`config.mk`:
```
export PLATFORM = sky130hd
export DESIGN_NAME = atrp_gain
export DESIGN_NICKNAME = d
export VERILOG_FILES = /design/src/rtl/core/atrp_pkg.sv /design/src/rtl/core/atrp_gain.sv
export SDC_FILE = /design/constraint.sdc
export NUM_CORES = 1
export LEC_CHECK = 0
export BUFFER_PORTS_ARGS = -buffer_cell sky130_fd_sc_hd__buf_4
export CORE_ASPECT_RATIO = 0.9
export CORE_MARGIN = 8
export CORE_UTILIZATION = 40
export CTS_CLUSTER_DIAMETER = 60
export CTS_CLUSTER_SIZE = 40
export DETAILED_ROUTE_END_ITERATION = 8
export GPL_ROUTABILITY_DRIVEN = 0
export MAX_ROUTING_LAYER = met4
export SETUP_SLACK_MARGIN = 0.2
export SLEW_MARGIN = 20
export SYNTH_ARGS = -nofsm -noshare
export SYNTH_HDL_FRONTEND = slang
export SYNTH_SLANG_ARGS = --single-unit
```
`constraint.sdc`:
```
create_clock -name i_clk -period 6.5 [get_ports i_clk]
set_input_delay 0.65 -clock i_clk [delete_from_list [all_inputs] [get_ports i_clk]]
set_output_delay 0.65 -clock i_clk [all_outputs]
set_load 0.05 [all_outputs]
```
`src/rtl/core/atrp_pkg.sv`:
```
`timescale 1ns / 1ps
package atrp_pkg;
    localparam int SAMPLE_WIDTH  = 14;
    localparam int CORDIC_STAGES = 16;
    localparam int TABLE_LEN     = 24;
    localparam int N_STAGES      = (CORDIC_STAGES < TABLE_LEN) ? CORDIC_STAGES : TABLE_LEN;
    // datapath: samples scaled to 2^26 full scale, growth by cordic gain and sign
    localparam int DW            = 30;
    localparam int AW            = 26;
    localparam int ROLL_W        = 16;
    localparam int PITCH_W       = 15;
    localparam int STAGE_IDX_W   = $clog2(TABLE_LEN);
    localparam logic [16:0] INV_GAIN_Q16 = 17'd39797;
    localparam logic signed [AW-1:0] DEG180_Q16 = AW'(180 * 65536);
    localparam logic signed [ROLL_W:0]  ROLL_MAX  = 17'sd23040;
    localparam logic signed [PITCH_W:0] PITCH_MAX = 16'sd11520;

    typedef logic signed [DW-1:0] t_vec;
    typedef logic signed [AW-1:0] t_ang;

    typedef struct packed {
        logic valid;
        t_vec x;
        t_vec y;
        t_ang acc;
    } t_cordic;

    function automatic t_ang atan_q16(input logic [STAGE_IDX_W-1:0] i);
        case (i)
            5'd0:  atan_q16 = 26'sd2949120;
            5'd1:  atan_q16 = 26'sd1740967;
            5'd2:  atan_q16 = 26'sd919879;
            5'd3:  atan_q16 = 26'sd466945;
            5'd4:  atan_q16 = 26'sd234379;
            5'd5:  atan_q16 = 26'sd117304;
            5'd6:  atan_q16 = 26'sd58666;
            5'd7:  atan_q16 = 26'sd29335;
            5'd8:  atan_q16 = 26'sd14668;
            5'd9:  atan_q16 = 26'sd7334;
            5'd10: atan_q16 = 26'sd3667;
            5'd11: atan_q16 = 26'sd1833;
            5'd12: atan_q16 = 26'sd917;
            5'd13: atan_q16 = 26'sd458;
            5'd14: atan_q16 = 26'sd229;
            5'd15: atan_q16 = 26'sd115;
            5'd16: atan_q16 = 26'sd57;
            5'd17: atan_q16 = 26'sd29;
            5'd18: atan_q16 = 26'sd14;
            5'd19: atan_q16 = 26'sd7;
            5'd20: atan_q16 = 26'sd4;
            5'd21: atan_q16 = 26'sd2;
            5'd22: atan_q16 = 26'sd1;
            default: atan_q16 = 26'sd0;
        endcase
    endfunction
endpackage

```
`src/rtl/core/atrp_gain.sv`:
```
`timescale 1ns / 1ps
// gain correction of roll magnitude, setup of pitch pass
module atrp_gain (
    input  logic              i_clk,
    input  logic              i_rst_n,
    input  logic              i_en,
    input  atrp_pkg::t_cordic i_roll,
    input  atrp_pkg::t_vec    i_ax,
    output atrp_pkg::t_cordic o_pitch,
    output atrp_pkg::t_ang    o_roll_acc
);
    import atrp_pkg::*;

    logic signed [DW+17:0] n_prod;
    logic signed [DW+17:0] r_prod;
    logic                  r_valid;
    t_vec                  r_ax;
    t_ang                  r_acc;
    t_vec                  w_mag;

    assign n_prod = i_roll.x * $signed({1'b0, INV_GAIN_Q16});

    // multiply stage
    always_ff @(posedge i_clk) begin
        if (!i_rst_n) begin
            r_valid <= 1'b0;
        end else if (i_en) begin
            r_valid <= i_roll.valid;
            r_prod  <= n_prod;
            r_ax    <= i_ax;
            r_acc   <= i_roll.acc;
        end
    end

    // shift and clamp negative to zero
    always_comb begin
        w_mag = DW'(r_prod >>> 16);
        if (w_mag[DW-1]) w_mag = '0;
    end

    assign o_pitch.valid = r_valid;
    assign o_pitch.x     = w_mag;
    assign o_pitch.y     = r_ax;
    assign o_pitch.acc   = '0;
    assign o_roll_acc    = r_acc;
endmodule

```
==> run metrics <==
Hold Startpoint=i_roll[19]; hpwl dp=30,100 um; Remaining DRCs=0; Critical Path AT=about 6200 ps; max_cap viols=0; root buffer cell=clkbuf_16; flop2flop setup slack=between 5000 and 6000 ps; most frequent cell after synthesis=inv_1; buffer depth of the longest clock path=2; clk_lat worst skew=roughly 330 ps; leading register cell type out of synthesis=edfxtp_1; minimum clock period=6000 ps; htree depth=3; die area=40,600 um^2; Slew HR=0.445; Hold Path Depth=1; Clock Pin Slew Worst Setup and Hold Paths=60 ps; pre-CTS setup slack=271 ps; Yosys reg bits=just under 90; WL final=~34,000 um; DRT iter0 DRCs=449; Post-CTS Setup Repair Bufs=0; fin. max-slew vios=0; total number of vias=9,392; Async S/R FF share, synth=0; worst-margin pin slew=about 830 ps; Yosys top cell by area=fa_1; Max Freq=167 MHz; launching point of the worst reg2reg path=r_valid; Final nets=2,047; Final TNS setup=0 ps; status=finished clean; worst r2r dst=r_valid; DRT Pass-1 Iters=5; largest net degree at the start of global routing=87; CP Data Required Time=6650 ps; Setup Skew=0 ps; DIE WIDTH=211 um; CTS Buf Count=9; Synth-to-Final Area Change=14.8%; Worst Hold End=o_roll_acc[19]; Ys Warns=0; Tcrit/Tclk final=0.923; Overflow after GRT=0; Crit Path Max Fanout=8; synthesized area=13,800 um^2; post-synthesis sequential area ratio=0.189; worst min-delay path class=in -> reg; top-level I/O count=233; top post-synthesis cells by area=fa_1, ha_1, edfxtp_1; Mapped Avg Cell Area=~10 um^2; # diodes=0; setup ws final=502 ps; Netlist cell types=63; Vias/cell=4.80; critical path class=in -> reg; Syn Inst Count=1,319; final hold violation count=0; vias in the first global route=slightly below 10,000; CP Launch Type=input port; reg2reg path depth=2; cell row count=64; initial antenna violation count=0; Hold Buf Count CTS=0; Routed Antenna Nets=0; Core ar.=around 34,000 um^2; CTS tree=built; clk sinks=87; port bufs=175; PostCTS Resize Cnt=0; RSZ-0062 raised after global routing=no; final setup violation count=0; Post-synth EDFFs=86; Finished Core Util=0.465; top cells by count, synth=inv_1, ha_1, fa_1, edfxtp_1, a21oi_1; fraction of layout instances using a drive strength above 1=0.144; initial core utilization=0.405; first-pass GRT wire length=around 54,000 um; FILL cells=between 3,000 and 4,000; Avg WL per Cell=17.6 um; Critical Path Sink Type=flip-flop; Synth top area share=0.297; Die Y=roughly 190 um; GRT Overall Usage=0.173
==> routing by layer <==
layer / vias up / part of all wire / GRT usage
met5: - / 0 / -
met1: 4522 / 0.48 / 0.238
met3: 27 / 0.069 / 0.0294
met2: 315 / 0.44 / 0.268
li1: 4528 / - / -
met4: 0 / 0.013 / 0.0374
==> worst max-delay path by stage <==
stage	from	slack (ps)	to
after detailed placement	i_roll[79]	270	r_prod[41]
after global routing	i_roll[79]	300	r_prod[41]
after global placement	i_roll[79]	250	r_prod[41]
after floorplan	i_roll[84]	1050	r_prod[44]
final	i_roll[79]	500	r_prod[41]
after CTS	i_roll[79]	600	r_prod[41]
==> kinds of logic after synthesis <==
family,Yosys count,share of synthesized area
AOI/OAI and AO/OA,176,0.0820
and+or+nand+nor,184,0.0667
muxes,2,0.00155
DFF,87,0.189
adders and majority gates,437,0.509
xor gates and xnor gates,63,0.0401
buffers and inverters,369,0.111
other,1,0.000273
==> metrics by stage <==
stage / cell area, um^2 / hold slack [ps] / std cells
6_report: 15800 / 492 / 1957
5_1_grt: 15800 / 474 / 1957
4_1_cts: 15800 / 471 / 1956
3_5_place_dp: 15500 / 529 / 1940
3_3_place_gp: 15500 / 503 / 1940
2_1_floorplan: 13900 / 484 / 1345
==> cell type report <==
type	instances	area [um^2]	share of cell area
multi-input combinational	889	9720	0.615
sequential	87	2600	0.165
tap	462	578	0.0366
clock buffer	13	260	0.0165
clock inverter	3	43.8	0.00277
timing repair buffer	182	1390	0.0878
inverter	321	1200	0.0763
==> placed cells by master (no fill, tap or decap), types with 3 or more instances in the layout <==
| cell type | synthesis | routed |
|---|---|---|
| a211oi_1 | 6 | 6 |
| a21o_1 | 5 | 5 |
| a21oi_1 | 73 | 73 |
| a21oi_2 | 3 | 3 |
| a22oi_1 | 4 | 4 |
| a311oi_1 | 5 | 5 |
| buf_4 | 31 | 181 |
| clkbuf_16 | 0 | 9 |
| conb_1 | 1 | 27 |
| edfxtp_1 | 86 | 86 |
| fa_1 | 204 | 204 |
| ha_1 | 233 | 233 |
| inv_1 | 321 | 321 |
| nand2_1 | 55 | 55 |
| nand3_1 | 10 | 10 |
| nand4_1 | 18 | 18 |
| nor2_1 | 36 | 36 |
| nor2b_1 | 38 | 38 |
| nor3_1 | 9 | 9 |
| o211a_1 | 3 | 3 |
| o211ai_1 | 3 | 3 |
| o21a_1 | 8 | 8 |
| o21ai_0 | 39 | 39 |
| o21ai_1 | 3 | 3 |
| o21bai_1 | 5 | 5 |
| xnor2_1 | 29 | 29 |
| xor2_1 | 34 | 34 |
==> sequential cells by signal, indices dropped and copies added, names as in the netlist <==
name	cells
r_ax	30
o_roll_acc	26
r_valid	1
r_prod	30
==> worst max-delay path, cell delays in order <==
cell and delay, ps:
buf_4 170, ha_1 380, inv_1 70, fa_1 480, fa_1 520, inv_1 60
fa_1 490, fa_1 490, inv_1 50, fa_1 530, inv_1 60, ha_1 430
nand4_1 230, nor4_1 650, o21ai_0 240, a31oi_2 310, nor4b_1 90, a311oi_1 260
Power is not shown: default switching activity piles up to over one toggle a cycle in this logic, so the estimate is an artifact.
